[config.mk]
export PLATFORM = sky130hd
export DESIGN_NAME = wcn_col_hash
export DESIGN_NICKNAME = d
export VERILOG_FILES = /design/src/hw/rtl/wcn_pkg.sv /design/src/hw/rtl/wcn_col_hash.sv
export SDC_FILE = /design/constraint.sdc
export NUM_CORES = 2
export LEC_CHECK = 0
export BUFFER_PORTS_ARGS = -buffer_cell sky130_fd_sc_hd__buf_2
export CORE_MARGIN = 5
export CORE_UTILIZATION = 67
export CTS_CLUSTER_DIAMETER = 80
export DETAILED_ROUTE_END_ITERATION = 16
export PLACE_DENSITY = 0.93
export RECOVER_POWER = 25
export SYNTH_ARGS = -nofsm -noshare
export SYNTH_HDL_FRONTEND = slang
export SYNTH_SLANG_ARGS = --single-unit
[constraint.sdc]
create_clock -name i_clk -period 9.6 [get_ports i_clk]
set_clock_uncertainty 0.15 [all_clocks]
set_input_delay 0.96 -clock i_clk [delete_from_list [all_inputs] [get_ports i_clk]]
set_output_delay 0.96 -clock i_clk [all_outputs]
set_load 0.05 [all_outputs]
[src/hw/rtl/wcn_pkg.sv]
// shared constants, types and helpers of the worley cell noise pipeline
package wcn_pkg;

    localparam int POS_W      = 26;
    localparam int POSY_W     = 7;
    localparam int CELL_WIDTH = 16;
    localparam int CELL_SHIFT = 4;
    localparam int BASE_W     = POS_W - CELL_SHIFT;
    localparam int CX_W       = BASE_W + 1;
    localparam int NOISE_W    = 17;
    localparam int DIST_W     = 20;
    localparam int THR_W      = 20;
    localparam int SCALE_W    = 16;
    localparam int SEED_W     = 32;
    localparam int CFG_IDX_W  = 3;
    localparam int CFG_DATA_W = 32;

    localparam logic [31:0] PRIME_A = 32'h85297A4D;
    localparam logic [31:0] PRIME_B = 32'h68E31DA4;
    localparam logic [31:0] PRIME_C = 32'hB5297A4D;
    localparam logic [31:0] PRIME_D = 32'h45D9F3B3;

    localparam logic [DIST_W-1:0]  DIST_MAX  = 20'hFFFFF;
    localparam logic [THR_W-1:0]   THR_RST   = 20'd4096;
    localparam logic [SCALE_W-1:0] SCALE_ONE = 16'd4096;

    // pipeline depths of the sub-blocks
    localparam int COL_STAGES    = 4;
    localparam int LANE_STAGES   = 15;
    localparam int MIN_STAGES    = 2;
    localparam int DIV_STAGES    = 16;
    localparam int SMOOTH_STAGES = DIV_STAGES + 3;

    typedef enum logic [CFG_IDX_W-1:0] {
        CFG_HASH_SEED = 3'd0,
        CFG_FALLOFF   = 3'd1,
        CFG_SCALE_X   = 3'd2,
        CFG_SCALE_Y   = 3'd3,
        CFG_SCALE_Z   = 3'd4
    } t_cfg_idx;

    // per-position data that rides along the cell lanes
    typedef struct packed {
        logic [POSY_W-1:0] py;
        logic [3:0]        px4;
        logic [3:0]        pz4;
        logic [3:0]        bx4;
        logic [3:0]        bz4;
    } t_side;

    // low 32 bits of (h << k) | (h >>> (32 - k)); only bits up to 63-k of h matter
    function automatic logic [31:0] rot32(input logic [63:0] h, input int unsigned k);
        logic [63:0] v;
        v = (h << k) | (h >> (32 - k));
        return v[31:0];
    endfunction

endpackage

[src/hw/rtl/wcn_col_hash.sv]
// first part of the coordinate hash, shared by the three cells of one column
module wcn_col_hash (
    input  logic                      i_clk,
    input  logic                      i_en,
    input  logic signed [wcn_pkg::CX_W-1:0] i_cx,
    input  logic [wcn_pkg::SEED_W-1:0] i_seed,
    output logic [46:0]               o_prod
);
    import wcn_pkg::*;

    logic signed [55:0] w_p;
    logic [50:0]        r_x;
    logic [63:0]        w_mlo;
    logic [50:0]        w_mhi;
    logic [63:0]        r_mlo;
    logic [18:0]        r_mhi;
    logic [50:0]        w_s;
    logic [31:0]        r_h;
    logic [63:0]        w_prod;
    logic [46:0]        r_prod;

    assign w_p    = $signed(i_cx) * $signed({1'b0, PRIME_A});
    assign w_mlo  = r_x[31:0] * PRIME_A;
    assign w_mhi  = r_x[50:32] * PRIME_A;
    assign w_s    = r_mlo[50:0] + {r_mhi, 32'b0};
    assign w_prod = r_h * PRIME_A;

    always_ff @(posedge i_clk) begin
        if (i_en) begin
            r_x    <= {w_p[50:32], w_p[31:0] ^ i_seed};
            r_mlo  <= w_mlo;
            r_mhi  <= w_mhi[18:0];
            r_h    <= rot32(64'(w_s), 13);
            r_prod <= w_prod[46:0];
        end
    end

    assign o_prod = r_prod;

endmodule

==> results.toml <==
[timing]
setup_viol = 0
fin_crit_sh_pct = 87.17
rsz0062_at_grt = "false"
slew_violations = 126
max_clock_freq_mhz = 119.5
tns_ps = 0
timing.final.crit_period_ps = 8368
hold_violations = 0
worst_slew_pin_slew_ps = 4569
setup_slack_ps = 1232
maxSlewHeadroom_pct = -204.6

[global_route]
first_global_vias = 38130
grt-ovfl-total = 0
grt_max_degree = 79
grt_pass1_wl_um = 201800
track_usage_pct = 32.97
antenna_found_initial = 2

[final_layout]
fin_util_pct = 70.93
drive_gt1_share_pct = 3.405
final_common_cell = "inv_1"
n_fill_cell = 4828
final_nets = 6779
area_growth_pct = 4.600
diodes = 0
final_cell_mix = "1555 x inv_1, 966 x ha_1, 953 x fa_1"

[placement]
post-dp-hpwl_um = 109300
dp_slack_ps = 1357
port_buffers = 103
gp_congestion = 1.025

[logic_synthesis]
synth_edf_count = 200
ys_ff_latch = 200
seq_area_frac_synth_pct = 12.10
syn_inst = 4691
yosys.area.top_type = "fa_1"
syn-cell-area_um2 = 49650
synth_ff_type = "edfxtp_1"
avgSynthCellArea_um2 = 10.58
synth_cell_types = 66
ys_warn_count = 0
synthTopCellsByArea = "fa_1 38%, ha_1 24%, edfxtp_1 12%"
async_reset_ff_share_pct = 0
yosysTopAreaCellShare_pct = 38.43
synth_nets = 6667

[detailed_routing]
drt.antenna.violating_nets = 0
wire_per_inst_um = 21.85
drc = 0
routed_wl_um = 126200
dr.pass1.iters = 5
routed_via_density = 5.819
num_vias = 33600
drtIter0Drc = 2387

[critical_path]
slowest_stage = "edfxtp_1"
path_class = "flip-flop to flip-flop"
r2r_cells = 25
cp-end-kind = "flip-flop"
crit_arrival_ps = 8480
cp_max_fo = 9
start_kind = "flip-flop"
critPathBufInv = 8
reg2reg_setup_slack_ps = 1230
r2r-start = "r_x[15]"
slowest_delay_ps = 700
cp.required_ps = 9710
reg2reg_to = "r_mlo[47]"
crit_family = "adder cells"

[clock_network]
postCtsHoldBufs = 0
path_clk_slew_ps = 90
cts_root_buf = "clkbuf_16"
worstSkewPairLatency_ps = 500
postCtsSetupRepairBufs = 0
clock_path_buffers = 2
cts.sinks = 200
cts_buffers = 17
cts_max_level = 4
cts_tree = "built"
post_cts_resized = 0

[die]
io_pins = 104
start_util_pct = 67.82
coreArea_um2 = 73210
core.rowCount = 99
fp.dieW_um = 282.2
die-area_um2 = 79640
die_y_um = 282.2

[worst_hold_path]
hold-path-endpoint = "r_h[11]"
hold_start = "r_mlo[30]"
hp-class = "flip-flop to flip-flop"
holdPathStages = 0

[status]
status = "complete, but fails checks"
violations = "max-capacitance violations, max-slew violations"

[job]
cap_violations = 2
metrics by stage:
stage / instances / cell area, um^2 / hold WS, ps
floorplan: 4691 / 49650 / 250.3
global route: 5775 / 51930 / 281.3
finish: 5775 / 51930 / 269.1
CTS: 5775 / 51950 / 265.1
global placement: 5743 / 51370 / 252.4
detailed placement: 5743 / 51370 / 255.4
metal layers:
metal	track usage (%)	share of wire (%)	vias to the layer above	wire length [um]
li1	-	-	14670	-
met1	40.37	36	16770	45910
met2	56.30	49	1627	61930
met3	5.629	7.9	534	9979
met4	17.84	6.6	4	8365
met5	0	0.012	-	15
area by class of cell:
class / count / area (um^2) / share of cell area, %
timing repair buffer: 116 / 601.8 / 1.159
sequential: 200 / 6006 / 11.57
inverter: 1555 / 5837 / 11.24
tap: 959 / 1200 / 2.311
clock buffer: 17 / 425.4 / 0.8192
clock inverter: 15 / 157.7 / 0.3036
multi-input combinational: 2913 / 37700 / 72.60
flip-flops by register name, summed over array words and instances (netlist names):
name / flops
r_h: 32
r_mhi: 19
r_mlo: 51
o_prod: 47
r_x: 51
synth_stat cells, drive strengths merged (9+ instances only):
master and n:
a21boi 9, nor3 16, clkbuf 21, nand2b 24, or2 13, nand4 15
nor2 62, nor2b 18, inv 1555, o21a 22, o21ai 66, xor2 75
nand2 86, a31oi 11, a21oi 149, o21bai 20, nand3 26, a21o 96
ha 966, and3 18, xnor2 157, edfxtp 200, a211oi 15, fa 953
worst max-delay path by stage:
stage | to | slack (ps) | cells after the start | from
after global routing | o_prod[46] | 920 | 25 | r_h[14]
after global placement | r_x[44] | 1600 | 24 | i_cx[3]
after floorplan | r_x[47] | 2210 | 22 | i_cx[5]
final | r_mlo[47] | 1230 | 25 | r_x[15]
after CTS | r_mlo[47] | 1330 | 25 | r_x[15]
after detailed placement | r_mlo[44] | 1360 | 25 | r_x[12]
cells by family (layout without fill, tap and decap cells):
logic type | after synthesis | count (layout) | share of synthesized area [%]
AO/OA/AOI/OAI | 455 | 455 | 5.986
multiplexers | 2 | 2 | 0.04033
buffers and inverters | 1578 | 1703 | 11.96
adder cells (fa/ha/maj) | 1919 | 1919 | 62.78
XOR/XNOR | 232 | 232 | 4.093
AND/OR/NAND/NOR | 305 | 305 | 3.047
flip-flops | 200 | 200 | 12.10
Power is not shown: default switching activity piles up to over one toggle a cycle in this logic, so the estimate is an artifact.
