===== src/hw/rtl/wcn_pkg.sv =====
// shared constants, types and helpers of the worley cell noise pipeline
package wcn_pkg;

    localparam int POS_W      = 26;
    localparam int POSY_W     = 7;
    localparam int CELL_WIDTH = 16;
    localparam int CELL_SHIFT = 4;
    localparam int BASE_W     = POS_W - CELL_SHIFT;
    localparam int CX_W       = BASE_W + 1;
    localparam int NOISE_W    = 17;
    localparam int DIST_W     = 20;
    localparam int THR_W      = 20;
    localparam int SCALE_W    = 16;
    localparam int SEED_W     = 32;
    localparam int CFG_IDX_W  = 3;
    localparam int CFG_DATA_W = 32;

    localparam logic [31:0] PRIME_A = 32'h85297A4D;
    localparam logic [31:0] PRIME_B = 32'h68E31DA4;
    localparam logic [31:0] PRIME_C = 32'hB5297A4D;
    localparam logic [31:0] PRIME_D = 32'h45D9F3B3;

    localparam logic [DIST_W-1:0]  DIST_MAX  = 20'hFFFFF;
    localparam logic [THR_W-1:0]   THR_RST   = 20'd4096;
    localparam logic [SCALE_W-1:0] SCALE_ONE = 16'd4096;

    // pipeline depths of the sub-blocks
    localparam int COL_STAGES    = 4;
    localparam int LANE_STAGES   = 15;
    localparam int MIN_STAGES    = 2;
    localparam int DIV_STAGES    = 16;
    localparam int SMOOTH_STAGES = DIV_STAGES + 3;

    typedef enum logic [CFG_IDX_W-1:0] {
        CFG_HASH_SEED = 3'd0,
        CFG_FALLOFF   = 3'd1,
        CFG_SCALE_X   = 3'd2,
        CFG_SCALE_Y   = 3'd3,
        CFG_SCALE_Z   = 3'd4
    } t_cfg_idx;

    // per-position data that rides along the cell lanes
    typedef struct packed {
        logic [POSY_W-1:0] py;
        logic [3:0]        px4;
        logic [3:0]        pz4;
        logic [3:0]        bx4;
        logic [3:0]        bz4;
    } t_side;

    // low 32 bits of (h << k) | (h >>> (32 - k)); only bits up to 63-k of h matter
    function automatic logic [31:0] rot32(input logic [63:0] h, input int unsigned k);
        logic [63:0] v;
        v = (h << k) | (h >> (32 - k));
        return v[31:0];
    endfunction

endpackage


===== src/hw/rtl/wcn_isqrt.sv =====
// pipelined integer square root, one result bit per stage
module wcn_isqrt #(
    parameter int IN_W = 44,
    localparam int RW = (IN_W + 1) / 2
) (
    input  logic            i_clk,
    input  logic            i_en,
    input  logic [IN_W-1:0] i_val,
    output logic [RW-1:0]   o_root
);
    import wcn_pkg::*;

    localparam int TW = 2 * RW + 1;

    logic [TW-1:0] r_rem [0:RW-1];
    logic [RW-1:0] r_res [0:RW-1];

    for (genvar gs = 0; gs < RW; gs++) begin : g_stage
        localparam int B = RW - 1 - gs;
        logic [TW-1:0] w_rem_in;
        logic [RW-1:0] w_res_in;
        logic [TW-1:0] w_trial;

        if (gs == 0) begin : g_first
            assign w_rem_in = TW'(i_val);
            assign w_res_in = '0;
        end else begin : g_next
            assign w_rem_in = r_rem[gs-1];
            assign w_res_in = r_res[gs-1];
        end

        // (res + 2^B)^2 - res^2
        assign w_trial = (TW'(w_res_in) << (B + 1)) + (TW'(1) << (2 * B));

        always_ff @(posedge i_clk) begin
            if (i_en) begin
                if (w_rem_in >= w_trial) begin
                    r_rem[gs] <= w_rem_in - w_trial;
                    r_res[gs] <= w_res_in | (RW'(1) << B);
                end else begin
                    r_rem[gs] <= w_rem_in;
                    r_res[gs] <= w_res_in;
                end
            end
        end
    end

    assign o_root = r_res[RW-1];

endmodule


===== config.mk =====
export PLATFORM = sky130hd
export DESIGN_NAME = wcn_isqrt
export DESIGN_NICKNAME = d
export VERILOG_FILES = /design/src/hw/rtl/wcn_pkg.sv /design/src/hw/rtl/wcn_isqrt.sv
export SDC_FILE = /design/constraint.sdc
export NUM_CORES = 2
export LEC_CHECK = 0
export BUFFER_PORTS_ARGS = -buffer_cell sky130_fd_sc_hd__buf_2
export CAP_MARGIN = 20
export CELL_PAD_IN_SITES_DETAIL_PLACEMENT = 0
export CELL_PAD_IN_SITES_GLOBAL_PLACEMENT = 1
export CORE_ASPECT_RATIO = 0.7
export CORE_MARGIN = 3
export CORE_UTILIZATION = 55
export CTS_CLUSTER_DIAMETER = 120
export DETAILED_ROUTE_END_ITERATION = 10
export PLACE_DENSITY = 0.91
export SETUP_SLACK_MARGIN = 0.1
export SLEW_MARGIN = 25
export SYNTH_ARGS = -nofsm -noshare
export SYNTH_HDL_FRONTEND = slang
export SYNTH_SLANG_ARGS = --single-unit

===== constraint.sdc =====
create_clock -name i_clk -period 7.9 [get_ports i_clk]
set_clock_uncertainty 0.2 [all_clocks]
set_input_delay 1.975 -clock i_clk [delete_from_list [all_inputs] [get_ports i_clk]]
set_output_delay 1.975 -clock i_clk [all_outputs]
set_load 0.03 [all_outputs]

==> flow_summary_export.csv <==
group,metric,value,unit
critical_path,startpoint_type,"input pin",
logic_synthesis,syn-num-nets,4889,
timing,post-route-period-util,65.1,%
logic_synthesis,postSynthCellCount,4570,
logic_synthesis,synth_seq_cells,1198,
timing,hold_viol,0,
layout,fin_util,61.6,%
clock_tree,cts_tree,"built",
grt,antenna_found_initial,5,
die,ioPinCount,68,
clock_tree,clk_path_buf_depth,3,
layout,instances_no_fill,6123,
clock_tree,cts_root_buf,"clkbuf_16",
hold_path,hold_path_class,"reg -> reg",
timing,rsz0062_at_grt,"false",
timing,finalSetupTns,0,ps
detailed_routing,wl_per_cell,23.4,um
critical_path,crit_fanout,67,
detailed_routing,first_pass_iters,6,
grt,grt_pass1_vias,34800,
grt,grt_first_pass_wirelength,217000,um
grt,track_usage,26.2,%
outcome,status,"completed",
placement,dp.cells,5915,
critical_path,cp-end-kind,"flop",
critical_path,arrival,5380,ps
detailed_routing,viasPerCell,6.21,
flow_run,cap_violations,0,
layout,diodes,0,
timing,max_freq,194,MHz
critical_path,critPathSlowestCell,"o311a_1",
clock_tree,path_clk_slew,70,ps
logic_synthesis,synth_top_area_share,62.5,%
layout,final_cell_mix,"edfxtp_1 (1,198), nand2_1 (340), inv_1 (335)",
power,power.leakage,23.6,nW
detailed_routing,drc,0,
hold_path,hp-start,"r_res[1][107]",
timing,worst_slew_margin_rel,24.9,%
critical_path,rr_worst_depth,9,
grt,grt_overflow,0,
layout,layout-drive-gt1-share,7.40,%
logic_synthesis,avgSynthCellArea,12.6,um^2
critical_path,crit_chain,"buf_8, inv_1, or3_1, nor4_1, o311a_1, a211o_1, nor4_1, xor2_1",
placement,post-place-ws,2070,ps
die,die_w,393,um
placement,gp_congestion,1.00,
timing,tightest_slew,1120,ps
placement,numPortBuffers,67,
timing,finalMaxSlewViolations,0,
die,dieArea,0.109,mm^2
critical_path,cp-startpoint,"i_en",
clock_tree,cts_buffers,111,
critical_path,worstPathRequired,8130,ps
layout,final_common_cell,"edfxtp_1",
die,start_util,55.9,%
logic_synthesis,synth_cell_types,87,
placement,dp_hpwl,106000,um
timing,whs,193,ps
clock_tree,cts_hold_buf,0,
detailed_routing,ant_nets,0,
timing,fin_crit,5140,ps
clock_tree,h-tree-depth,3,
layout,fin_nets,5000,
timing,post-route-worst-setup-slack,2760,ps
layout,nFillCells,7758,
clock_tree,clkSinkCount,1198,
logic_synthesis,synthesis.area,0.0576,mm^2
critical_path,path_common_cell,"nor4_1",
logic_synthesis,synth-edff-count,1198,
critical_path,cpPeakStageDelay,670,ps
logic_synthesis,synth_area_leaders,"edfxtp_1 (62%), ha_1 (5.9%), xnor2_1 (3.2%)",
logic_synthesis,async_flop_share,0,%
detailed_routing,num_vias,38000,
critical_path,r2r-start,"r_rem[2][13]",
logic_synthesis,yosys.area.top_type,"edfxtp_1",
timing,setup_viol,0,
hold_path,hold_depth,0,
power,p_per_area,272,mW/mm^2
clock_tree,worstSkewPairLatency,750,ps
clock_tree,post_cts_buffers,0,
die,die_h,277,um
power,vdd_ir_drop_max,169,uV
layout,area.growth.synth_to_final,10.3,%
logic_synthesis,yosysWarnings,0,
detailed_routing,drt_iter0_drc,5298,
logic_synthesis,synth_flop_cell,"edfxtp_1",
grt,grt_start_max_net_pins,212,
detailed_routing,wirelength,144000,um
logic_synthesis,yosysSeqAreaShare,62.5,%
clock_tree,cts_resized,0,
die,row_count,98,
critical_path,criticalPathCategory,"in -> reg",
die,coreArea,0.103,mm^2
==> per-layer routing <==
metal | share of wire [%] | GRT usage [%] | up-vias
li1 | - | - | 17400
met1 | 47 | 44.2 | 18400
met2 | 36 | 31.2 | 2129
met3 | 15 | 9.89 | 166
met4 | 1.5 | 4.79 | 0
met5 | 0 | 0 | -
==> registers in the layout, indices dropped and copies added, names as in the netlist <==
register  flops
r_res       253
r_rem       945
==> critical path, delay by kind of cell <==
kind	cells	cell delay (ps)
and+or+nand+nor	3	1240
AOI/OAI and AO/OA	2	980
buffers and inverters	2	1010
xor gates and xnor gates	1	150
==> final timing paths <==
kind / to / slack [ps]
hold reg to reg: r_res[1][129] / 190
setup reg to reg: r_rem[2][75] / 3170
setup / recovery: r_rem[1][309] / 2760
hold / removal: r_res[1][129] / 190
==> power breakdown <==
part | switching, mW | internal (mW) | leakage, nW
logic | 1.83 | 1.17 | 10.3
registers | 0.630 | 7.93 | 11.5
clock network | 2.45 | 3.22 | 1.83
==> stage by stage <==
step | power (mW) | area [um^2]
floorplan | 10.5 | 57600
finish | 17.2 | 63500
CTS | 17.2 | 63400
detailed placement | 11.5 | 59600
global route | 17.9 | 63500
global placement | 11.5 | 59600
==> area by class of cell <==
| class | count | area, um^2 | area share [%] |
|---|---|---|---|
| Tap cell | 1350 | 1690 | 2.66 |
| Inverter | 335 | 1260 | 1.98 |
| Sequential cell | 1198 | 36000 | 56.7 |
| Timing Repair Buffer | 108 | 714 | 1.13 |
| Clock buffer | 129 | 2850 | 4.48 |
| Clock inverter | 76 | 972 | 1.53 |
| Multi-Input combinational cell | 2927 | 20000 | 31.5 |
==> synthesized netlist by cell type (all sizes together) (71+ instances only) <==
| cell | number |
|---|---|
| a21o | 83 |
| ha | 273 |
| clkbuf | 100 |
| nor3 | 139 |
| inv | 335 |
| o21ai | 267 |
| xnor2 | 208 |
| edfxtp | 1198 |
| nand4 | 71 |
| nand3 | 88 |
| nor4 | 163 |
| xor2 | 207 |
| a21oi | 196 |
| nor2 | 227 |
| nand2 | 340 |
==> logic make-up after synthesis <==
| kind of cell | Yosys count | share of synthesized area, % |
|---|---|---|
| xor gates and xnor gates | 415 | 6.31 |
| muxes | 34 | 0.641 |
| AOI/OAI and AO/OA | 814 | 8.90 |
| buffers and inverters | 445 | 2.92 |
| and+or+nand+nor | 1391 | 12.8 |
| DFF | 1198 | 62.5 |
| adders and majority gates | 273 | 5.93 |
(Power assumes the default switching activity.)
