===== config.mk =====
export PLATFORM = sky130hd
export DESIGN_NAME = wcn_smooth
export DESIGN_NICKNAME = d
export VERILOG_FILES = /design/src/hw/rtl/wcn_pkg.sv /design/src/hw/rtl/wcn_smooth.sv
export SDC_FILE = /design/constraint.sdc
export NUM_CORES = 2
export LEC_CHECK = 0
export BUFFER_PORTS_ARGS = -buffer_cell sky130_fd_sc_hd__buf_2
export CORE_AREA = 2 2 348 350
export CTS_BUF_LIST = sky130_fd_sc_hd__clkbuf_8
export DETAILED_ROUTE_END_ITERATION = 10
export DIE_AREA = 0 0 350 352
export PLACE_DENSITY_LB_ADDON = 0.1
export REMOVE_ABC_BUFFERS = 1
export SYNTH_ARGS = -nofsm -noshare
export SYNTH_HDL_FRONTEND = slang
export SYNTH_SLANG_ARGS = --single-unit

===== constraint.sdc =====
create_clock -name i_clk -period 16.2 [get_ports i_clk]
set_input_delay 2.43 -clock i_clk [delete_from_list [all_inputs] [get_ports i_clk]]
set_output_delay 2.43 -clock i_clk [all_outputs]
set_load 0.01 [all_outputs]

===== src/hw/rtl/wcn_pkg.sv =====
// shared constants, types and helpers of the worley cell noise pipeline
package wcn_pkg;

    localparam int POS_W      = 26;
    localparam int POSY_W     = 7;
    localparam int CELL_WIDTH = 16;
    localparam int CELL_SHIFT = 4;
    localparam int BASE_W     = POS_W - CELL_SHIFT;
    localparam int CX_W       = BASE_W + 1;
    localparam int NOISE_W    = 17;
    localparam int DIST_W     = 20;
    localparam int THR_W      = 20;
    localparam int SCALE_W    = 16;
    localparam int SEED_W     = 32;
    localparam int CFG_IDX_W  = 3;
    localparam int CFG_DATA_W = 32;

    localparam logic [31:0] PRIME_A = 32'h85297A4D;
    localparam logic [31:0] PRIME_B = 32'h68E31DA4;
    localparam logic [31:0] PRIME_C = 32'hB5297A4D;
    localparam logic [31:0] PRIME_D = 32'h45D9F3B3;

    localparam logic [DIST_W-1:0]  DIST_MAX  = 20'hFFFFF;
    localparam logic [THR_W-1:0]   THR_RST   = 20'd4096;
    localparam logic [SCALE_W-1:0] SCALE_ONE = 16'd4096;

    // pipeline depths of the sub-blocks
    localparam int COL_STAGES    = 4;
    localparam int LANE_STAGES   = 15;
    localparam int MIN_STAGES    = 2;
    localparam int DIV_STAGES    = 16;
    localparam int SMOOTH_STAGES = DIV_STAGES + 3;

    typedef enum logic [CFG_IDX_W-1:0] {
        CFG_HASH_SEED = 3'd0,
        CFG_FALLOFF   = 3'd1,
        CFG_SCALE_X   = 3'd2,
        CFG_SCALE_Y   = 3'd3,
        CFG_SCALE_Z   = 3'd4
    } t_cfg_idx;

    // per-position data that rides along the cell lanes
    typedef struct packed {
        logic [POSY_W-1:0] py;
        logic [3:0]        px4;
        logic [3:0]        pz4;
        logic [3:0]        bx4;
        logic [3:0]        bz4;
    } t_side;

    // low 32 bits of (h << k) | (h >>> (32 - k)); only bits up to 63-k of h matter
    function automatic logic [31:0] rot32(input logic [63:0] h, input int unsigned k);
        logic [63:0] v;
        v = (h << k) | (h >> (32 - k));
        return v[31:0];
    endfunction

endpackage


===== src/hw/rtl/wcn_smooth.sv =====
// falloff: restoring divide to Q0.16, then (1-t)^2 (1+2t)
module wcn_smooth (
    input  logic                        i_clk,
    input  logic                        i_en,
    input  logic [wcn_pkg::DIST_W-1:0]  i_dist,
    input  logic [wcn_pkg::THR_W-1:0]   i_thr,
    output logic [wcn_pkg::NOISE_W-1:0] o_noise,
    output logic [wcn_pkg::DIST_W-1:0]  o_dist
);
    import wcn_pkg::*;

    localparam int LAST = SMOOTH_STAGES - 1;

    logic [DIST_W-1:0] r_dist [0:LAST];
    logic              r_ge   [0:LAST-1];
    logic [THR_W:0]    r_rem  [0:DIV_STAGES];
    logic [15:0]       r_q    [1:DIV_STAGES];
    logic [33:0]       r_uu;
    logic [17:0]       r_w;
    logic [NOISE_W-1:0] r_noise;

    logic        w_ge;
    logic [16:0] w_u;
    logic [51:0] w_prod;

    assign w_ge = i_dist >= i_thr;

    for (genvar gs = 1; gs <= DIV_STAGES; gs++) begin : g_div
        logic [THR_W:0] w_sh;
        logic           w_take;
        assign w_sh   = {r_rem[gs-1][THR_W-1:0], 1'b0};
        assign w_take = w_sh >= {1'b0, i_thr};

        always_ff @(posedge i_clk) begin
            if (i_en) begin
                r_rem[gs] <= w_take ? (w_sh - {1'b0, i_thr}) : w_sh;
            end
        end

        if (gs == 1) begin : g_head
            always_ff @(posedge i_clk) begin
                if (i_en) begin
                    r_q[gs] <= {15'b0, w_take};
                end
            end
        end else begin : g_tail
            always_ff @(posedge i_clk) begin
                if (i_en) begin
                    r_q[gs] <= {r_q[gs-1][14:0], w_take};
                end
            end
        end
    end

    assign w_u    = 17'd65536 - {1'b0, r_q[DIV_STAGES]};
    assign w_prod = r_uu * r_w;

    always_ff @(posedge i_clk) begin
        if (i_en) begin
            r_dist[0] <= i_dist;
            r_ge[0]   <= w_ge;
            r_rem[0]  <= w_ge ? '0 : {1'b0, i_dist};
            for (int s = 1; s <= LAST; s++) begin
                r_dist[s] <= r_dist[s-1];
            end
            for (int s = 1; s <= LAST - 1; s++) begin
                r_ge[s] <= r_ge[s-1];
            end
            r_uu    <= w_u * w_u;
            r_w     <= 18'd65536 + {1'b0, r_q[DIV_STAGES], 1'b0};
            r_noise <= r_ge[LAST-1] ? '0 : w_prod[48:32];
        end
    end

    assign o_noise = r_noise;
    assign o_dist  = r_dist[LAST];

endmodule

==> flow_summary.toml <==
[timing]
hold_viol = 0
max_slew_margin_pct = 21.5
whs_ns = 0.394
post-route-period-util_pct = 61.1
skew_ns = 0.0366
fin_setup_tns_ns = 0
rsz0062_at_grt = "false"
setup_viol = 0
fin_crit_ns = 9.90
slew_viol_final = 0
fmax_mhz = 101
tightest_slew_ns = 1.18
setup_slack_ns = 6.30

[place]
dpl.hpwl_um = 115000
portBuffers = 78
dp_slack_ns = 6.35
gp_congestion = 0.893

[logic_synthesis]
ys_warn_count = 0
synth_flop_cell = "edfxtp_1"
synth_compound_area_share_pct = 9.69
synth.top_cell.area_share_pct = 38.8
synthSimpleGateAreaFrac_pct = 10.9
synthesis.area_um2 = 71100
ys_types = 98
avgSynthCellArea_um2 = 11.2
synth_top_family_by_area = "adder cells"
ys_ff_latch = 920
syn_inst = 6353
synth.area.top_cells = "edfxtp_1 (39%), fa_1 (19%), ha_1 (10%)"
yosys.area_share.adder_pct = 29.2
synth_top_area_cell = "edfxtp_1"
synth-edff-count = 920
synth-seq-area-share_pct = 38.8
muxShareOfSynthArea_pct = 2.26
synth_xor_area_share_pct = 3.32
async_flop_share_pct = 0

[layout]
fin_nets = 7823
drive_gt1_share_pct = 8.12
area_growth_pct = 7.65

[route]
drtPass1Iterations = 7
avgViaCountPerCell = 5.66
dr.first_iter.drc_count = 3065
drt.antenna.violating_nets = 0
vias = 46701
wire_per_inst_um = 19.5
wl_um = 161000
drc = 0

[setup_path]
crit_top_cell = "fa_1"
cp-start-kind = "register"
crit_type = "reg -> reg"
cp_slowest_cell = "xor2_1"
endpoint_kind = "register"
slowest_delay_ns = 0.74
critPathRequiredTime_ns = 16.81
cp.arrival_ns = 10.51
critPathMaxFanout = 13

[clock_network]
post_cts_resized = 0
cts-root-buf = "clkbuf_8"
insertion_delay_ns = 0.88
cts_setup_buffers = 0
clkTransAtPathRegs_ns = 0.06
holdBufCountCts = 0
cts_buffers = 157
htree_levels = 4
clock_sinks = 920
cts_tree = "done"
cts.path.max_buffers = 3

[floorplan]
fp.coreArea_um2 = 119000
initial_core_util_pct = 59.6
ioPinCount = 79
die_x_um = 350
std_cell_rows = 127
die-height_um = 352
die-area_um2 = 123000

[grt]
antenna_found_initial = 2
grt_max_degree = 184
grt_pass1_vias = 48188
grt_pass1_wl_um = 256000
gr-total-overflow = 0
track_usage_pct = 26.7

[status]
status = "complete, no violations"

[min_path]
worstHoldPathType = "reg -> reg"

[job]
max_cap_violations = 0
## cell families (layout without fill, tap and decap cells)
kind of cell               after synthesis  in the layout
adders and majority gates             1258           1258
DFF                                    920            920
and+or+nand+nor                       1638           1638
buffers and inverters                 1062           1335
AOI/OAI and AO/OA                     1058           1058
xor gates and xnor gates               270            270
other                                    2             22
muxes                                  145            145
## final cells by class
cell class	instances	area, µm²
antenna	4	10.0
clock buffer	158	2170
clock inverter	120	873
fill	9486	42800
inverter	909	3410
multi-input combinational	4387	39500
sequential	920	27600
tap	1612	2020
timing repair buffer	148	951
## sequential cells by signal (all words and copies together) (netlist names)
register,cells
r_ge,18
o_noise,17
r_rem,320
r_dist,380
r_q,136
r_uu,33
r_w,16
## critical path, delay by kind of cell, from the launching register on
kind                       cells  cell delay (ns)
AOI/OAI and AO/OA              8             2.25
adders and majority gates      8             3.44
buffers and inverters          6             1.18
and+or+nand+nor                4             1.27
xor gates and xnor gates       2             0.88
DFF                            1             0.62
## cells in the mapped netlist (all sizes together) (7+ instances only)
library cell	count
o21bai	34
o211ai	22
and4	7
o2111ai	8
or3	24
fa	671
ha	587
or4	7
inv	906
clkbuf	120
xor2	87
a21oi	302
a21o	156
mux2i	18
xnor2	183
nor2b	67
a211o	13
nand2	648
o41ai	7
o21ai	229
nand2b	56
nor2	307
nand4b	7
edfxtp	920
nand3	72
and3	30
a21boi	42
nor4	14
nor3	71
a2111oi	9
a31oi	25
buf	33
or2	13
o21a	60
nand3b	7
mux2	127
o31ai	31
and2	253
a211oi	42
nand4	42
o31a	9
## cell usage in the layout, fill, tap and decap left out, types with 21 or more instances in the layout
cell type    n
mux2_2     124
ha_1       587
or3_1       23
xor2_1      87
a21oi_1    299
nor2b_1     67
nand2b_1    56
and2_1     252
o31ai_1     30
xnor2_1    183
buf_2       77
o211ai_1    21
nor3_1      71
o21ai_0    203
a21o_1     154
a31oi_1     25
a21boi_0    38
nand4_1     42
fa_1       671
inv_1      944
o21bai_1    34
o21a_1      60
edfxtp_1   920
a211oi_1    38
and3_1      30
nand2_1    648
clkinv_1    35
clkbuf_8   158
nand3_1     71
nor2_1     305
buf_4       68
## routing by layer
| metal | part of all wire (%) | vias to the layer above | GRT usage (%) |
|---|---|---|---|
| met3 | 4.6 | 348 | 3.88 |
| met2 | 51 | 1202 | 46.6 |
| met5 | 0 | - | 0 |
| met4 | 3.8 | 0 | 10.5 |
| li1 | - | 21982 | - |
| met1 | 41 | 23169 | 33.4 |
## per-stage QoR
step,std cells,area [µm²],utilization [%]
floorplan,6216,70500,-
global placement,7976,73500,61.6
detailed placement,7976,73500,61.6
CTS,8254,76600,64.2
global route,8257,76600,64.2
finish,8258,76600,64.2
## worst paths after layout
| path | from | to | slack, ns | depth (start not counted) |
|---|---|---|---|---|
| min | r_q[0][227] | r_q[0][244] | 0.39 | 0 |
| max | r_q[0][256] | r_uu[33] | 6.30 | 28 |
| min reg2reg | r_q[0][227] | r_q[0][244] | 0.39 | 0 |
| max reg2reg | r_q[0][256] | r_uu[33] | 6.30 | 28 |
Power is left out: the tool's default activity adds up to more than one toggle a clock period on the data nets, which glitch-free logic cannot reach.
