===== src/hw/rtl/wcn_pkg.sv =====
// shared constants, types and helpers of the worley cell noise pipeline
package wcn_pkg;

    localparam int POS_W      = 26;
    localparam int POSY_W     = 7;
    localparam int CELL_WIDTH = 16;
    localparam int CELL_SHIFT = 4;
    localparam int BASE_W     = POS_W - CELL_SHIFT;
    localparam int CX_W       = BASE_W + 1;
    localparam int NOISE_W    = 17;
    localparam int DIST_W     = 20;
    localparam int THR_W      = 20;
    localparam int SCALE_W    = 16;
    localparam int SEED_W     = 32;
    localparam int CFG_IDX_W  = 3;
    localparam int CFG_DATA_W = 32;

    localparam logic [31:0] PRIME_A = 32'h85297A4D;
    localparam logic [31:0] PRIME_B = 32'h68E31DA4;
    localparam logic [31:0] PRIME_C = 32'hB5297A4D;
    localparam logic [31:0] PRIME_D = 32'h45D9F3B3;

    localparam logic [DIST_W-1:0]  DIST_MAX  = 20'hFFFFF;
    localparam logic [THR_W-1:0]   THR_RST   = 20'd4096;
    localparam logic [SCALE_W-1:0] SCALE_ONE = 16'd4096;

    // pipeline depths of the sub-blocks
    localparam int COL_STAGES    = 4;
    localparam int LANE_STAGES   = 15;
    localparam int MIN_STAGES    = 2;
    localparam int DIV_STAGES    = 16;
    localparam int SMOOTH_STAGES = DIV_STAGES + 3;

    typedef enum logic [CFG_IDX_W-1:0] {
        CFG_HASH_SEED = 3'd0,
        CFG_FALLOFF   = 3'd1,
        CFG_SCALE_X   = 3'd2,
        CFG_SCALE_Y   = 3'd3,
        CFG_SCALE_Z   = 3'd4
    } t_cfg_idx;

    // per-position data that rides along the cell lanes
    typedef struct packed {
        logic [POSY_W-1:0] py;
        logic [3:0]        px4;
        logic [3:0]        pz4;
        logic [3:0]        bx4;
        logic [3:0]        bz4;
    } t_side;

    // low 32 bits of (h << k) | (h >>> (32 - k)); only bits up to 63-k of h matter
    function automatic logic [31:0] rot32(input logic [63:0] h, input int unsigned k);
        logic [63:0] v;
        v = (h << k) | (h >> (32 - k));
        return v[31:0];
    endfunction

endpackage


===== src/hw/rtl/wcn_cell_lane.sv =====
// per-cell hash tail, feature point placement and squared distance
module wcn_cell_lane #(
    parameter int CELL_HEIGHT = 128,
    parameter int DX_OFF      = 0,
    parameter int DZ_OFF      = 0,
    localparam int HB  = $clog2(CELL_HEIGHT),
    localparam int YW  = HB + 6,
    localparam int D2W = 2 * YW + 2
) (
    input  logic                         i_clk,
    input  logic                         i_en,
    input  logic [46:0]                  i_prod,
    input  logic [52:0]                  i_zp,
    input  wcn_pkg::t_side               i_side,
    input  logic [wcn_pkg::SCALE_W-1:0]  i_scale_x,
    input  logic [wcn_pkg::SCALE_W-1:0]  i_scale_y,
    input  logic [wcn_pkg::SCALE_W-1:0]  i_scale_z,
    output logic [D2W-1:0]               o_d2
);
    import wcn_pkg::*;

    localparam int          HI_MOD = 65536 % CELL_HEIGHT;
    localparam logic [7:0]  HI_MOD_V = 8'(HI_MOD);
    localparam logic [28:0] MREC = 29'((64'd1 << 32) / CELL_HEIGHT);
    localparam logic [8:0]  CH_V = 9'(CELL_HEIGHT);
    localparam logic [HB:0] CH_CMP = (HB + 1)'(CELL_HEIGHT);
    localparam logic signed [10:0] XOFF = 11'(DX_OFF * CELL_WIDTH);
    localparam logic signed [10:0] ZOFF = 11'(DZ_OFF * CELL_WIDTH);

    // side data, index = lane stage
    t_side r_sd [1:13];
    logic [7:0] r_lx [10:13];
    logic [7:0] r_lz [10:13];

    logic [52:0] r_x1;
    logic [63:0] r_mlo2;
    logic [20:0] r_mhi2;
    logic [31:0] r_h3;
    logic [63:0] r_g4;
    logic [63:0] r_mlo5;
    logic [9:0]  r_mhi5;
    logic [41:0] r_k6;
    logic [63:0] r_mlo7;
    logic [9:0]  r_mhi7;
    logic [30:0] r_q8;
    logic [30:0] r_r9;
    logic [23:0] r_v10;
    logic [23:0] r_v11;
    logic [20:0] r_qt11;
    logic [HB-1:0]   r_rem12;
    logic [HB+3:0]   r_ly13;
    logic [21:0]     r_sqx14;
    logic [2*YW-1:0] r_sqy14;
    logic [21:0]     r_sqz14;
    logic [D2W-1:0]  r_d2;

    logic [31:0] w_h2;
    logic [63:0] w_mlo2;
    logic [52:0] w_mhi2;
    logic [52:0] w_s3;
    logic [63:0] w_g4;
    logic [41:0] w_y5;
    logic [63:0] w_mlo5;
    logic [41:0] w_mhi5;
    logic [63:0] w_mlo7;
    logic [41:0] w_mhi7;
    logic [41:0] w_n8;
    logic [62:0] w_r9;
    logic [3:0]  w_cx4;
    logic [3:0]  w_cz4;
    logic [19:0] w_lxp;
    logic [19:0] w_lzp;
    logic [22:0] w_hm;
    logic [52:0] w_qp;
    logic [29:0] w_qc;
    logic [23:0] w_t12;
    logic [HB:0] w_rem0;
    logic [HB-1:0] w_rem;
    logic [HB+15:0] w_lyp;
    logic signed [10:0]   w_dx;
    logic signed [10:0]   w_dz;
    logic signed [YW-1:0] w_dy;
    logic signed [21:0]   w_sqx;
    logic signed [21:0]   w_sqz;
    logic signed [2*YW-1:0] w_sqy;

    // hash tail
    assign w_h2   = rot32(64'(i_prod), 17);
    assign w_mlo2 = r_x1[31:0] * PRIME_A;
    assign w_mhi2 = r_x1[52:32] * PRIME_A;
    assign w_s3   = r_mlo2[52:0] + {r_mhi2, 32'b0};
    assign w_g4   = (r_h3 ^ (r_h3 >> 16)) * PRIME_A;
    assign w_y5   = r_g4[41:0] ^ r_g4[49:8];
    assign w_mlo5 = w_y5[31:0] * PRIME_A;
    assign w_mhi5 = w_y5[41:32] * PRIME_A;
    assign w_mlo7 = r_k6[31:0] * PRIME_D;
    assign w_mhi7 = r_k6[41:32] * PRIME_D;
    assign w_n8   = r_mlo7[41:0] + {r_mhi7, 32'b0};
    assign w_r9   = r_q8 * PRIME_A;

    // feature offsets; floor-mod by the cell width is the low nibble
    assign w_cx4 = r_sd[9].bx4 + 4'(DX_OFF);
    assign w_cz4 = r_sd[9].bz4 + 4'(DZ_OFF);
    assign w_lxp = (r_r9[3:0] ^ w_cx4) * i_scale_x;
    assign w_lzp = (r_r9[3:0] ^ w_cz4) * i_scale_z;

    // hash mod cell height: fold the top half, then reciprocal multiply
    assign w_hm   = r_r9[30:16] * HI_MOD_V;
    assign w_qp   = r_v10 * MREC;
    assign w_qc   = r_qt11 * CH_V;
    assign w_t12  = r_v11 - w_qc[23:0];
    assign w_rem0 = w_t12[HB:0];
    assign w_rem  = (w_rem0 >= CH_CMP) ? HB'(w_rem0 - CH_CMP) : HB'(w_rem0);
    assign w_lyp  = r_rem12 * i_scale_y;

    assign w_dx  = $signed({7'b0, r_sd[13].px4}) - $signed({3'b0, r_lx[13]}) - XOFF;
    assign w_dz  = $signed({7'b0, r_sd[13].pz4}) - $signed({3'b0, r_lz[13]}) - ZOFF;
    assign w_dy  = $signed(YW'(r_sd[13].py)) - $signed(YW'(r_ly13));
    assign w_sqx = w_dx * w_dx;
    assign w_sqz = w_dz * w_dz;
    assign w_sqy = w_dy * w_dy;

    always_ff @(posedge i_clk) begin
        if (i_en) begin
            r_sd[1] <= i_side;
            for (int s = 2; s <= 13; s++) begin
                r_sd[s] <= r_sd[s-1];
            end
            r_x1   <= {i_zp[52:32], i_zp[31:0] ^ w_h2};
            r_mlo2 <= w_mlo2;
            r_mhi2 <= w_mhi2[20:0];
            r_h3   <= rot32(64'(w_s3), 11);
            r_g4   <= w_g4;
            r_mlo5 <= w_mlo5;
            r_mhi5 <= w_mhi5[9:0];
            r_k6   <= r_mlo5[41:0] + {r_mhi5, 32'b0};
            r_mlo7 <= w_mlo7;
            r_mhi7 <= w_mhi7[9:0];
            r_q8   <= w_n8[30:0] ^ w_n8[41:11];
            r_r9   <= w_r9[30:0];
            r_v10  <= 24'(w_hm) + 24'(r_r9[15:0]);
            r_lx[10] <= w_lxp[19:12];
            r_lz[10] <= w_lzp[19:12];
            for (int s = 11; s <= 13; s++) begin
                r_lx[s] <= r_lx[s-1];
                r_lz[s] <= r_lz[s-1];
            end
            r_qt11  <= w_qp[52:32];
            r_v11   <= r_v10;
            r_rem12 <= w_rem;
            r_ly13  <= w_lyp[HB+15:12];
            r_sqx14 <= w_sqx;
            r_sqz14 <= w_sqz;
            r_sqy14 <= w_sqy;
            r_d2    <= D2W'(r_sqx14) + D2W'(r_sqy14) + D2W'(r_sqz14);
        end
    end

    assign o_d2 = r_d2;

endmodule


===== config.mk =====
export PLATFORM = sky130hd
export DESIGN_NAME = wcn_cell_lane
export DESIGN_NICKNAME = d
export VERILOG_FILES = /design/src/hw/rtl/wcn_pkg.sv /design/src/hw/rtl/wcn_cell_lane.sv
export SDC_FILE = /design/constraint.sdc
export NUM_CORES = 2
export LEC_CHECK = 0
export BUFFER_PORTS_ARGS = -buffer_cell sky130_fd_sc_hd__buf_4
export CAP_MARGIN = 20
export CELL_PAD_IN_SITES_DETAIL_PLACEMENT = 0
export CELL_PAD_IN_SITES_GLOBAL_PLACEMENT = 2
export CORE_UTILIZATION = 41
export DETAILED_ROUTE_END_ITERATION = 8
export GPL_TIMING_DRIVEN = 0
export PLACE_DENSITY_LB_ADDON = 0.1
export SETUP_SLACK_MARGIN = 0.3
export SYNTH_ARGS = -nofsm -noshare
export SYNTH_HDL_FRONTEND = slang
export SYNTH_SLANG_ARGS = --single-unit

===== constraint.sdc =====
create_clock -name i_clk -period 7.02 [get_ports i_clk]
set_input_delay 1.404 -clock i_clk [delete_from_list [all_inputs] [get_ports i_clk]]
set_output_delay 1.404 -clock i_clk [all_outputs]
set_load 0.05 [all_outputs]

==> results.ini <==
[finish]
layout_common_cells = inv_1, fa_1, ha_1
fin_util = 0.481
final_net_count = 8796
final_common_cell = inv_1
fillCellCount = 15700
layout-drive-gt1-share = 0.139
syn_to_final_growth_pct = 16.1

[sta]
slew_viol_final = 0
fin_ws_ns = -0.256
fmax_mhz = 137
hold_viol = 0
slew_headroom = 0.439
period_minus_slack_ns = 7.28
worst-slew-pin-transition_ns = 0.838
skew_ns = 0.0518
min_period_over_period = 1.04
rsz0062_at_grt = yes
finalSetupViolations = 17

[synthesis]
avgSynthCellArea_sq_um = 11.6
synth_edf_count = 696
ys_seq_area_frac = 0.296
synth-warning-count = 0
synthArstFlopShare = 0
dominantRegCellSynth = edfxtp_1
synthDistinctLibCells = 72
syn_inst = 6064
syn-num-nets = 8265
synth_area_sq_um = 70500
ys_ff_latch = 696

[clocking]
cts_buffers = 83
clk_path_buf_depth = 3
hold_buffers = 0
clk_latency_ns = 0.72
clk_pin_slew_ns = 0.07
cts_root_buffer = clkbuf_16
clock-sinks = 696
tritoncts = yes
cts_max_level = 3

[critical_path]
critPathLaunchType = flip-flop
cp_max_fo = 4
rr_startpoint = r_x1[13]
critPathKind = reg -> reg
arrival_ns = 7.72
crit_required_ns = 7.47
endpoint_kind = flip-flop
cp-startpoint = r_x1[13]
r2r_slack_ns = -0.26

[global_route]
met3_usage = 0.0245
gr-max-usage-layer = met2
antenna_found_initial = 1
grt_max_degree = 122
grt_pass1_wl_um = 254000
use_met1 = 0.267
grt_pass1_vias = 45300
use_met2 = 0.315
overflow = 0
grt_usage = 0.190

[floorplanning]
rows = 151
io_pins = 201
die_area_sq_um = 174000
core_sq_um = 170000
start_util = 0.415
die_w_um = 417
dieHeight_um = 417

[hold_path]
min_path_type = reg -> reg
min_from = r_sd[0][174]

[place]
gp_congestion = 0.837
dpl.hpwl_um = 127000
portBuffers = 199

[route]
drc = 0
drt-initial-drc-count = 1900
routed_via_density = 4.69
wl_per_cell_um = 17.7
vias = 41600
totalWireLength_um = 158000
detail_route.first_pass.iterations = 6
drt.antenna.violating_nets = 0

[run_status]
violations = setup timing
status = finished, violations left

[run]
cap_violations = 0

==> sequential cells by signal (all words and copies together), names as in the netlist, 26 cells and up <==
register	count
o_d2	27
r_g4	26
r_h3	32
r_lx	32
r_lz	32
r_mlo2	53
r_sd	267
r_x1	53
==> what timing repair did <==
item,CTS,global route
resized for setup,225,191
buffers inserted,140,94
endpoints found under the setup margin,68,55
pin swaps,70,140
endpoints found under the hold margin,0,0
==> worst max-delay path, cell delays in order, from the launching register on <==
cell and delay, ns:
edfxtp_1 0.43, buf_12 0.16, fa_1 0.53, inv_1 0.05, fa_1 0.46, fa_1 0.56
inv_2 0.04, fa_1 0.53, inv_2 0.05, fa_1 0.54, inv_1 0.05, fa_1 0.46
fa_1 0.51, inv_1 0.06, fa_1 0.51, inv_2 0.05, ha_4 0.27, nand4_1 0.16
o211a_1 0.29, a211o_1 0.36, a21boi_4 0.20, buf_12 0.14, a21boi_4 0.08, o211ai_4 0.22
a311oi_2 0.14, xnor2_1 0.15
==> logic make-up after synthesis <==
kind of cell | synth area share
other cells | 0.0000532
fa+ha+maj | 0.467
simple gates | 0.0541
xor+xnor | 0.0544
flops | 0.296
compound gates | 0.0416
buf+inv | 0.0867
==> final cells by class <==
cell class / instances / area [sq um] / area share
repair buffers: 447 / 3770 / 0.0461
clock buffers: 97 / 2170 / 0.0265
clock inverters: 55 / 592 / 0.00723
well taps: 2218 / 2780 / 0.0339
plain buffers: 31 / 178 / 0.00217
multi-input cells: 3743 / 45400 / 0.555
flip-flops and latches: 696 / 20900 / 0.255
inverters: 1593 / 6060 / 0.0741
diodes: 1 / 2.50 / 0.0000306
==> routing by layer <==
layer | up-vias | share of wire
met3 | 160 | 0.029
met5 | - | 0.000082
met1 | 20800 | 0.48
met4 | 2 | 0.021
li1 | 20300 | -
met2 | 464 | 0.47
==> per-stage QoR <==
step	hold slack [ns]	std cells	setup WS [ns]	TNS, ns	area (sq um)
after global routing	0.415	8880	-0.475	-8.17	81900
final	0.409	8881	-0.256	-2.14	81900
after detailed placement	0.405	8495	-1.20	-27.96	75200
after CTS	0.411	8786	-0.258	-1.71	80300
after global placement	0.400	8481	-1.75	-985.32	74900
after floorplan	0.400	6064	0.296	0	70700
==> synthesized netlist by cell type, drive strengths merged (44+ instances only) <==
cell type	n	area share
a21o	51	0.0054
a21oi	145	0.010
and2	88	0.0078
edfxtp	696	0.30
fa	1005	0.29
ha	1023	0.18
inv	1586	0.084
nand2	298	0.016
nor2	237	0.013
nor3	44	0.0031
o21ai	87	0.0064
xnor2	307	0.038
xor2	124	0.015
==> path summary, 6_finish.rpt <==
check                 end  cells past startpoint
max            r_mlo2[51]                     25
min          r_sd[0][197]                      0
max reg2reg    r_mlo2[51]                     25
min reg2reg  r_sd[0][197]                      0
Power is left out: the tool's default activity adds up to more than one toggle a clock period on the data nets, which glitch-free logic cannot reach.
